`config.mk`:
```
export PLATFORM = sky130hd
export DESIGN_NAME = checkpoint_eviction_victim_select_top
export DESIGN_NICKNAME = d
export VERILOG_FILES = /design/src/hw/rtl/cevs_pkg.sv /design/src/hw/rtl/checkpoint_eviction_victim_select_top.sv /design/src/hw/rtl/cevs_front.sv /design/src/hw/rtl/cevs_queue.sv /design/src/hw/rtl/cevs_back.sv
export SDC_FILE = /design/constraint.sdc
export NUM_CORES = 1
export LEC_CHECK = 0
export BUFFER_PORTS_ARGS = -buffer_cell sky130_fd_sc_hd__buf_2
export CAP_MARGIN = 0
export CORE_AREA = 3 3 168 170
export CTS_BUF_LIST = sky130_fd_sc_hd__clkbuf_4
export CTS_CLUSTER_DIAMETER = 40
export CTS_CLUSTER_SIZE = 40
export DETAILED_ROUTE_END_ITERATION = 10
export DIE_AREA = 0 0 171 173
export GPL_TIMING_DRIVEN = 1
export PLACE_DENSITY = 0.8
export SLEW_MARGIN = 20
export SYNTH_ARGS = -nofsm -noshare
export SYNTH_HDL_FRONTEND = slang
export SYNTH_SLANG_ARGS = --single-unit
```
`constraint.sdc`:
```
create_clock -name i_clk -period 8.47 [get_ports i_clk]
set_input_delay 0.847 -clock i_clk [delete_from_list [all_inputs] [get_ports i_clk]]
set_output_delay 0.847 -clock i_clk [all_outputs]
set_load 0.01 [all_outputs]
```
`src/hw/rtl/cevs_pkg.sv`:
```
// cevs_pkg: shared types and constants for the checkpoint eviction victim selector
// no dependencies; imported by every module of the block
`default_nettype none

package cevs_pkg;

    localparam int TOKEN_W = 32;
    localparam int ORD_W   = 16;
    localparam int SPAN_W  = 34;

    localparam int S_TDATA_W = 48;
    localparam int S_TUSER_W = 3;
    localparam int M_TDATA_W = 16;
    localparam int M_TUSER_W = 3;

    localparam int DEF_QUEUE_DEPTH = 2;

    // protection classes
    localparam logic [1:0] PROT_FREE   = 2'd0;
    localparam logic [1:0] PROT_ANCHOR = 2'd1;
    localparam logic [1:0] PROT_LEASE  = 2'd2;
    localparam logic [1:0] PROT_SEAM   = 2'd3;

    // result reason codes
    localparam logic [1:0] REASON_SELECTED = 2'd0;
    localparam logic [1:0] REASON_LEASE    = 2'd1;
    localparam logic [1:0] REASON_NONE     = 2'd2;

    // span scores of the list ends
    localparam logic [SPAN_W-1:0] SPAN_FIRST = {SPAN_W{1'b1}};
    localparam logic [SPAN_W-1:0] SPAN_LAST  = {{(SPAN_W-1){1'b1}}, 1'b0};

    typedef logic [TOKEN_W-1:0] t_token;
    typedef logic [ORD_W-1:0]   t_ord;
    typedef logic [SPAN_W-1:0]  t_span;

    // one classified descriptor as it waits in the queue
    typedef struct packed {
        t_token tok;
        t_ord   ord;
        logic   is_free;
        logic   is_seam;
        logic   is_lease;
        logic   order_bad;
        logic   last;
    } t_item_rec;

endpackage

`default_nettype wire

```
`src/hw/rtl/checkpoint_eviction_victim_select_top.sv`:
```
// the verdict for a list passes through the queue and then the result register after the edge that accepts tlast
// throughput: one descriptor per cycle while the queue is not full, set by the back end's span subtract and compare
// the result register lets non-final descriptors keep flowing while a verdict waits on
// i_m_tready; the next tlast descriptor then waits in the queue and can stall the input
// reset: synchronous active-low i_rst_n empties the queue, drops o_m_tvalid and
// returns the selector to the start-of-list state
`default_nettype none

// checkpoint eviction victim selector, top level
// depends on cevs_pkg, cevs_front, cevs_queue, cevs_back
module checkpoint_eviction_victim_select_top #(
    parameter int P_QUEUE_DEPTH = cevs_pkg::DEF_QUEUE_DEPTH
) (
    input  wire logic                           i_clk,
    input  wire logic                           i_rst_n,
    // descriptor stream
    input  wire logic                           i_s_tvalid,
    output logic                                o_s_tready,
    // [31:0] token_count, [47:32] entry_ordinal
    input  wire logic [cevs_pkg::S_TDATA_W-1:0] i_s_tdata,
    // [0] pinned, [2:1] protection
    input  wire logic [cevs_pkg::S_TUSER_W-1:0] i_s_tuser,
    input  wire logic                           i_s_tlast,
    // verdict stream
    output logic                                o_m_tvalid,
    input  wire logic                           i_m_tready,
    // [15:0] victim_ordinal
    output logic [cevs_pkg::M_TDATA_W-1:0]      o_m_tdata,
    // [0] victim_found, [2:1] reason
    output logic [cevs_pkg::M_TUSER_W-1:0]      o_m_tuser
);
    import cevs_pkg::*;

    // front to queue
    logic       push;
    t_item_rec  front_rec;
    logic       q_full;

    // queue to back end
    logic       q_valid;
    t_item_rec  q_rec;
    logic       pop;

    // front end: classify each descriptor and flag token order breaks
    cevs_front u_front (
        .i_clk    (i_clk),
        .i_rst_n  (i_rst_n),
        .i_valid  (i_s_tvalid),
        .i_tok    (i_s_tdata[TOKEN_W-1:0]),
        .i_ord    (i_s_tdata[TOKEN_W+ORD_W-1:TOKEN_W]),
        .i_pinned (i_s_tuser[0]),
        .i_prot   (i_s_tuser[2:1]),
        .i_last   (i_s_tlast),
        .i_q_full (q_full),
        .o_ready  (o_s_tready),
        .o_push   (push),
        .o_rec    (front_rec)
    );

    // decoupling queue
    cevs_queue #(
        .P_DEPTH (P_QUEUE_DEPTH)
    ) u_queue (
        .i_clk   (i_clk),
        .i_rst_n (i_rst_n),
        .i_push  (push),
        .i_rec   (front_rec),
        .i_pop   (pop),
        .o_full  (q_full),
        .o_valid (q_valid),
        .o_rec   (q_rec)
    );

    // back end: one-item-late span scoring and final pick
    cevs_back u_back (
        .i_clk       (i_clk),
        .i_rst_n     (i_rst_n),
        .i_rec_valid (q_valid),
        .i_rec       (q_rec),
        .o_pop       (pop),
        .o_m_tvalid  (o_m_tvalid),
        .i_m_tready  (i_m_tready),
        .o_m_tdata   (o_m_tdata),
        .o_m_tuser   (o_m_tuser)
    );

endmodule

`default_nettype wire

```
`src/hw/rtl/cevs_front.sv`:
```
// cevs_front: accepts descriptor beats, classifies them and checks token order
// depends on cevs_pkg; feeds cevs_queue
`default_nettype none

module cevs_front (
    input  wire logic                       i_clk,
    input  wire logic                       i_rst_n,
    input  wire logic                       i_valid,
    input  wire cevs_pkg::t_token           i_tok,
    input  wire cevs_pkg::t_ord             i_ord,
    input  wire logic                       i_pinned,
    input  wire logic [1:0]                 i_prot,
    input  wire logic                       i_last,
    input  wire logic                       i_q_full,
    output logic                            o_ready,
    output logic                            o_push,
    output cevs_pkg::t_item_rec             o_rec
);
    import cevs_pkg::*;

    logic   r_first;
    logic   n_first;
    t_token r_prior_tok;
    t_token n_prior_tok;

    assign o_ready = !i_q_full;
    assign o_push  = i_valid && !i_q_full;

    always_comb begin
        o_rec.tok       = i_tok;
        o_rec.ord       = i_ord;
        o_rec.is_free   = !i_pinned && (i_prot == PROT_FREE);
        o_rec.is_seam   = !i_pinned && (i_prot == PROT_SEAM);
        // a hard lease blocks even when pinned
        o_rec.is_lease  = (i_prot == PROT_LEASE);
        o_rec.order_bad = r_first ? (i_tok == '0) : (i_tok <= r_prior_tok);
        o_rec.last      = i_last;
    end

    always_comb begin
        n_first     = r_first;
        n_prior_tok = r_prior_tok;
        if (o_push) begin
            n_first     = i_last;
            n_prior_tok = i_tok;
        end
    end

    always_ff @(posedge i_clk) begin
        if (!i_rst_n) begin
            r_first <= 1'b1;
        end else begin
            r_first <= n_first;
        end
        r_prior_tok <= n_prior_tok;
    end

endmodule

`default_nettype wire

```
`src/hw/rtl/cevs_queue.sv`:
```
// cevs_queue: short fifo of classified descriptors between front and back end
// depends on cevs_pkg
`default_nettype none

module cevs_queue #(
    parameter int P_DEPTH = cevs_pkg::DEF_QUEUE_DEPTH
) (
    input  wire logic                       i_clk,
    input  wire logic                       i_rst_n,
    input  wire logic                       i_push,
    input  wire cevs_pkg::t_item_rec        i_rec,
    input  wire logic                       i_pop,
    output logic                            o_full,
    output logic                            o_valid,
    output cevs_pkg::t_item_rec             o_rec
);
    import cevs_pkg::*;

    localparam int PTR_W = $clog2(P_DEPTH);
    localparam int CNT_W = $clog2(P_DEPTH + 1);

    t_item_rec          r_mem [P_DEPTH];
    logic [PTR_W-1:0]   r_wr_ptr;
    logic [PTR_W-1:0]   n_wr_ptr;
    logic [PTR_W-1:0]   r_rd_ptr;
    logic [PTR_W-1:0]   n_rd_ptr;
    logic [CNT_W-1:0]   r_count;
    logic [CNT_W-1:0]   n_count;
    logic               do_push;
    logic               do_pop;

    assign o_full  = (r_count == CNT_W'(P_DEPTH));
    assign o_valid = (r_count != '0);
    assign o_rec   = r_mem[r_rd_ptr];

    assign do_push = i_push && !o_full;
    assign do_pop  = i_pop && o_valid;

    always_comb begin
        n_wr_ptr = r_wr_ptr;
        n_rd_ptr = r_rd_ptr;
        n_count  = r_count;
        if (do_push) begin
            n_wr_ptr = (r_wr_ptr == PTR_W'(P_DEPTH - 1)) ? '0 : r_wr_ptr + 1'b1;
        end
        if (do_pop) begin
            n_rd_ptr = (r_rd_ptr == PTR_W'(P_DEPTH - 1)) ? '0 : r_rd_ptr + 1'b1;
        end
        if (do_push && !do_pop) begin
            n_count = r_count + 1'b1;
        end else if (do_pop && !do_push) begin
            n_count = r_count - 1'b1;
        end
    end

    always_ff @(posedge i_clk) begin
        if (!i_rst_n) begin
            r_wr_ptr <= '0;
            r_rd_ptr <= '0;
            r_count  <= '0;
        end else begin
            r_wr_ptr <= n_wr_ptr;
            r_rd_ptr <= n_rd_ptr;
            r_count  <= n_count;
        end
        if (do_push) begin
            r_mem[r_wr_ptr] <= i_rec;
        end
    end

endmodule

`default_nettype wire

```
`src/hw/rtl/cevs_back.sv`:
```
// cevs_back: scores free entries by merged span, tracks fallbacks and emits the verdict
// depends on cevs_pkg; drains cevs_queue and owns the result register
`default_nettype none

module cevs_back (
    input  wire logic                       i_clk,
    input  wire logic                       i_rst_n,
    input  wire logic                       i_rec_valid,
    input  wire cevs_pkg::t_item_rec        i_rec,
    output logic                            o_pop,
    output logic                            o_m_tvalid,
    input  wire logic                       i_m_tready,
    output logic [cevs_pkg::M_TDATA_W-1:0]  o_m_tdata,
    output logic [cevs_pkg::M_TUSER_W-1:0]  o_m_tuser
);
    import cevs_pkg::*;

    logic   r_first,        n_first;
    t_token r_prior_tok,    n_prior_tok;
    t_token r_prior2_tok,   n_prior2_tok;
    logic   r_pend_free,    n_pend_free;
    t_ord   r_pend_ord,     n_pend_ord;
    logic   r_pend_start,   n_pend_start;
    logic   r_order_ok,     n_order_ok;
    logic   r_ff_seen,      n_ff_seen;
    t_ord   r_ff_ord,       n_ff_ord;
    logic   r_best_seen,    n_best_seen;
    t_span  r_min_span,     n_min_span;
    t_ord   r_best_ord,     n_best_ord;
    logic   r_fb_seen,      n_fb_seen;
    t_ord   r_fb_ord,       n_fb_ord;
    logic   r_lease,        n_lease;

    logic                   r_out_valid, n_out_valid;
    logic [M_TDATA_W-1:0]   r_out_data,  n_out_data;
    logic [M_TUSER_W-1:0]   r_out_user,  n_out_user;

    t_span      span_pend;
    logic       found;
    t_ord       pick;
    logic [1:0] reason;

    // a non-final item never needs the result register
    assign o_pop      = i_rec_valid && (!i_rec.last || !r_out_valid || i_m_tready);
    assign o_m_tvalid = r_out_valid;
    assign o_m_tdata  = r_out_data;
    assign o_m_tuser  = r_out_user;

    always_comb begin
        n_first      = r_first;
        n_prior_tok  = r_prior_tok;
        n_prior2_tok = r_prior2_tok;
        n_pend_free  = r_pend_free;
        n_pend_ord   = r_pend_ord;
        n_pend_start = r_pend_start;
        n_order_ok   = r_order_ok;
        n_ff_seen    = r_ff_seen;
        n_ff_ord     = r_ff_ord;
        n_best_seen  = r_best_seen;
        n_min_span   = r_min_span;
        n_best_ord   = r_best_ord;
        n_fb_seen    = r_fb_seen;
        n_fb_ord     = r_fb_ord;
        n_lease      = r_lease;
        n_out_valid  = r_out_valid && !i_m_tready;
        n_out_data   = r_out_data;
        n_out_user   = r_out_user;
        found        = 1'b0;
        pick         = '0;
        reason       = REASON_NONE;

        span_pend = r_pend_start ? SPAN_FIRST
                                 : {{(SPAN_W-TOKEN_W){1'b0}}, i_rec.tok - r_prior2_tok};

        if (o_pop) begin
            // held-back entry now has its right neighbor
            if (r_pend_free && (!r_best_seen || span_pend < r_min_span)) begin
                n_best_seen = 1'b1;
                n_min_span  = span_pend;
                n_best_ord  = r_pend_ord;
            end

            n_order_ok = r_order_ok && !i_rec.order_bad;

            if (i_rec.is_lease) begin
                n_lease = 1'b1;
            end
            if (i_rec.is_seam && !r_fb_seen) begin
                n_fb_seen = 1'b1;
                n_fb_ord  = i_rec.ord;
            end
            if (i_rec.is_free && !r_ff_seen) begin
                n_ff_seen = 1'b1;
                n_ff_ord  = i_rec.ord;
            end

            if (!i_rec.last) begin
                n_prior2_tok = r_prior_tok;
                n_prior_tok  = i_rec.tok;
                n_pend_free  = i_rec.is_free;
                n_pend_ord   = i_rec.ord;
                n_pend_start = r_first;
                n_first      = 1'b0;
            end else begin
                // free final entry scores just below a first entry
                if (i_rec.is_free && (!n_best_seen || n_min_span == SPAN_FIRST)) begin
                    n_best_seen = 1'b1;
                    n_best_ord  = i_rec.ord;
                end

                priority if (n_order_ok && n_best_seen) begin
                    found = 1'b1;
                    pick  = n_best_ord;
                end else if (!n_order_ok && n_ff_seen) begin
                    found = 1'b1;
                    pick  = n_ff_ord;
                end else if (n_fb_seen) begin
                    found = 1'b1;
                    pick  = n_fb_ord;
                end else begin
                    found = 1'b0;
                    pick  = '0;
                end

                if (found) begin
                    reason = REASON_SELECTED;
                end else if (n_lease) begin
                    reason = REASON_LEASE;
                end else begin
                    reason = REASON_NONE;
                end

                n_out_valid = 1'b1;
                n_out_data  = pick;
                n_out_user  = {reason, found};

                // list done: back to the start-of-list state
                n_first     = 1'b1;
                n_pend_free = 1'b0;
                n_order_ok  = 1'b1;
                n_ff_seen   = 1'b0;
                n_best_seen = 1'b0;
                n_min_span  = SPAN_FIRST;
                n_fb_seen   = 1'b0;
                n_lease     = 1'b0;
            end
        end
    end

    always_ff @(posedge i_clk) begin
        if (!i_rst_n) begin
            r_first     <= 1'b1;
            r_pend_free <= 1'b0;
            r_order_ok  <= 1'b1;
            r_ff_seen   <= 1'b0;
            r_best_seen <= 1'b0;
            r_fb_seen   <= 1'b0;
            r_lease     <= 1'b0;
            r_out_valid <= 1'b0;
        end else begin
            r_first     <= n_first;
            r_pend_free <= n_pend_free;
            r_order_ok  <= n_order_ok;
            r_ff_seen   <= n_ff_seen;
            r_best_seen <= n_best_seen;
            r_fb_seen   <= n_fb_seen;
            r_lease     <= n_lease;
            r_out_valid <= n_out_valid;
        end
        r_prior_tok  <= n_prior_tok;
        r_prior2_tok <= n_prior2_tok;
        r_pend_ord   <= n_pend_ord;
        r_pend_start <= n_pend_start;
        r_ff_ord     <= n_ff_ord;
        r_min_span   <= n_min_span;
        r_best_ord   <= n_best_ord;
        r_fb_ord     <= n_fb_ord;
        r_out_data   <= n_out_data;
        r_out_user   <= n_out_user;
    end

endmodule

`default_nettype wire

```
==> impl_results.md <==
* Result of the run: finished, final reports clean
* Final HPWL DP at 24.57 mm
* Cell types with the largest area share after synthesis: sky130_fd_sc_hd__edfxtp_1, sky130_fd_sc_hd__ha_1, sky130_fd_sc_hd__inv_1, sky130_fd_sc_hd__mux2i_1, sky130_fd_sc_hd__a21oi_1
* Root Driver: sky130_fd_sc_hd__clkbuf_4
* Async set-reset flop share out of synthesis at 0
* Number of sinks driven by the clock tree at 334
* Total track usage at 0.2420
* Maximum resistive drop on vdd at 0.1919 mV
* Share of the clock period used by the worst path at 0.8924
* Initial antenna violation count at 1
* Number of hold-slack violations in the final timing report at 0
* Residual DRC count at 0
* Total CTS buffers at 43
* Slew @ Worst Pin at 1.041 ns
* Layout overhead on the synthesized area at 9.438%
* Terminating pin of the worst hold path: u_queue.r_mem[1][17]
* Via density at 6.035
* Flop pwr share at 0.408
* Share of the synthesized area in the top cell type at 0.5730
* Syn nets at 1535
* Die span in y at 173 um
* Worst Clk Skew at 0.1041 ns
* Post-detailed-route count of antenna-violating nets at 0
* Register bit count reported by yosys at 334
* Total Power Consumption at 0.006367 W
* Tmin final at 7.559 ns
* Total die area at 29580 um^2
* Synthesized area divided by synthesized cell count at 12.14 um^2
* Insertion delay to the later sink of the worst-skew pair at 0.73 ns
* Average wire per standard cell at 19.17 um
* Power density normalized to cell area at 346.9 nW/um^2
* Chip width at 171 um
* Post-CTS setup repair buffer count at 0
* Count of cells along the worst register-to-register path at 24
* Hold Crit Class: in -> reg
* Pins Over Slew Limit at 0
* Pre-CTS setup slack at 1.035 ns
* Starting utilization of the core area at 0.6240
* Leakage at 7.387 nW
* Worst EP required at 9.00 ns
* Relative slew margins at 0.3059
* Most common cell in the netlist: sky130_fd_sc_hd__edfxtp_1
* Internal portion of total power at 0.003940 W
* Number of flops mapped to enable cells by yosys at 320
* Cell type group with the largest total delay on the critical path: simple AND/OR/NAND/NOR gates
* RSZ-0062 raised after global routing: no
* Total of endpoints with negative setup slack in the final report at 0
* Fraction of power consumed by the clock network at 0.178
* Yosys cell types at 63
* Largest net degree at the start of global routing at 83
* Finished Core Util at 0.6829
* Most frequent cell on the critical path: sky130_fd_sc_hd__a21oi_1
* Clock tree from TritonCTS: built
* Sequential area share after synthesis at 0.5897
* Final layout net count at 1630
* Global-route wire length before repair at 57.28 mm
* DR vias at 11190
* Clock edge transition at the registers on the reported setup and hold paths at 0.14 ns
* Number of global-route vias before repair at 11100
* Clock Path Buffers at 3
* CP max stage delay at 0.70 ns
* End of the worst register-to-register path: u_back.o_m_tdata[9]
* Commonest cells post-synth: sky130_fd_sc_hd__edfxtp_1, sky130_fd_sc_hd__inv_1, sky130_fd_sc_hd__ha_1
* Worst-case register-to-register setup slack at 0.91 ns
* Number of buffers inserted by port buffering at 76
* Leading register cell type out of synthesis: sky130_fd_sc_hd__edfxtp_1
* Largest area contributor in the netlist: sky130_fd_sc_hd__edfxtp_1
* Floorplan Core Area at 26880 um^2
* Post-CTS sizing at 0
* GRT Residual Overflow at 0
* Fraction of layout cells with a size suffix above 1 at 0.1615
* Switching power at 0.002427 W
* Post-Synthesis Cell Area at 16770 um^2
* Mapped Cells at 1381
* Total wire length after detailed routing at 35.55 mm
* Global placer's final weighted congestion at 0.8975
* Standard cell with the maximum stage delay on the critical path: sky130_fd_sc_hd__or3_1
* Part of the power in combinational logic at 0.414
* Slack of the critical path at 0.9113 ns
* Worst setup EP type: flop
* Maximum fanout along the worst path at 41
* Max H-tree Level at 2
* Standard-cell rows at 60
* Beginning of the worst hold path: i_s_tdata[44]
* CP Class: reg -> reg
* I/O pin count at 77
* Total negative slack at 0 ns
* Max-Cap Viols at 0
* Buf/Inv on CP at 2
* Data arrival time of the critical path at 8.09 ns
* Iteration count of the initial detailed-routing pass at 8
* Category of the worst setup path launch point: flop
* Filler Cell Count at 1922
* Hold-critical path depth at 1
* Starting DRT DRC Count at 1001
* Fmax at 132.3 MHz
* Switching share of total power at 0.3812
* Number of warnings printed during yosys synthesis at 0
* Hold-fix buffer count after cts at 0
* Ordered cell list for the critical path: buf_4, mux2_2, ha_1, a21oi_1, o21ai_0, a21oi_1, a31o_2, o21ai_0, a21o_1, a21oi_1, xnor2_1, nand2_1, ha_1, nand4_1, nor4_1, nor4b_1, a211oi_1, o211ai_1, buf_4, nor4b_1, a31oi_1, or4b_4, or3_1, o221ai_2
[cell usage in the layout (no fill, tap or decap), types with 17 or more instances in the layout]
cell type                  instances
sky130_fd_sc_hd__edfxtp_1        320
sky130_fd_sc_hd__inv_1           156
sky130_fd_sc_hd__ha_1             97
sky130_fd_sc_hd__a21oi_1          88
sky130_fd_sc_hd__nor2_1           86
sky130_fd_sc_hd__buf_2            76
sky130_fd_sc_hd__nand2_1          75
sky130_fd_sc_hd__mux2i_1          56
sky130_fd_sc_hd__o21ai_0          53
sky130_fd_sc_hd__nor2b_1          51
sky130_fd_sc_hd__clkbuf_4         47
sky130_fd_sc_hd__mux2_2           36
sky130_fd_sc_hd__o211ai_1         32
sky130_fd_sc_hd__nand4_1          26
sky130_fd_sc_hd__a21o_1           23
sky130_fd_sc_hd__nor3_1           22
sky130_fd_sc_hd__nand3_1          17
sky130_fd_sc_hd__buf_4            17
[per-layer routing]
layer | vias to the layer above | part of all wire | GRT usage
met2 | 420 | 0.46 | 0.3772
met3 | 74 | 0.070 | 0.04321
li1 | 5330 | - | -
met5 | - | 0 | 0
met4 | 0 | 0.024 | 0.06606
met1 | 5365 | 0.45 | 0.3548
[worst max-delay path by stage]
stage / endpoint / slack (ns) / cells after the start
detailed placement: u_back.o_m_tdata[0] / 1.03 / 24
CTS: u_back.o_m_tdata[0] / 0.96 / 24
global placement: u_back.o_m_tdata[4] / 1.16 / 25
floorplan: u_back.r_best_ord[12] / 1.23 / 29
finish: u_back.o_m_tdata[9] / 0.91 / 24
global route: u_back.o_m_tdata[0] / 0.34 / 24
[cell type report]
cell class                      count  area, um^2  area share
Antenna cell                        2       5.005   0.0002727
Clock buffer                       47       352.8     0.01922
Clock inverter                     33       412.9     0.02250
Inverter                          158       594.3     0.03238
Multi-Input combinational cell    845        6143      0.3347
Sequential cell                   334        9891      0.5389
Tap cell                          341       426.7     0.02325
Timing Repair Buffer               94       528.0     0.02877
[stage by stage]
step	cells	hold WS, ns	cell area [um^2]
2_1_floorplan	1381	0.4003	16770
3_3_place_gp	1771	0.4005	17560
3_5_place_dp	1771	0.4045	17560
4_1_cts	1851	0.2841	18330
5_1_grt	1854	0.2774	18350
6_report	1854	0.3294	18350
[power groups by stage]
stage	Sequential, W	Clock [W]	Combinational [W]
2_1_floorplan	0.00262	0	0.00190
5_1_grt	0.00264	0.00122	0.00293
3_5_place_dp	0.00264	0	0.00258
6_report	0.00260	0.00113	0.00263
4_1_cts	0.00261	0.00115	0.00260
3_3_place_gp	0.00262	0	0.00250
[flip-flops by register name (all words and copies together), names as in the netlist, 2 cells and up, named ones only]
signal,count
u_front.r_prior_tok,32
u_back.o_m_tdata,16
u_queue.r_mem,106
u_back.r_fb_ord,16
u_back.r_best_ord,16
u_back.r_pend_ord,16
u_back.r_prior2_tok,32
u_back.r_prior_tok,32
u_back.r_ff_ord,16
u_back.o_m_tuser,3
u_back.r_min_span,34
u_queue.r_count,2
[logic make-up (layout without fill, tap and decap cells)]
logic type,Yosys count,after routing,share of synthesized area
flip-flops,334,334,0.5897
XOR/XNOR,27,27,0.01410
AND/OR/NAND/NOR,345,345,0.1036
AO/OA/AOI/OAI,280,280,0.1124
buffers and inverters,202,332,0.04670
other,0,2,0
multiplexers,95,95,0.05998
adder cells (fa/ha/maj),98,98,0.07356
[worst register-to-register path, delay by kind of cell (launching register included)]
family	cells	cell delay (ns)
simple gates	7	2.43
compound gates	11	2.21
buf+inv	2	0.88
fa+ha+maj	2	0.73
flops	1	0.56
mux	1	0.43
xor+xnor	1	0.16
(Power assumes the default switching activity.)
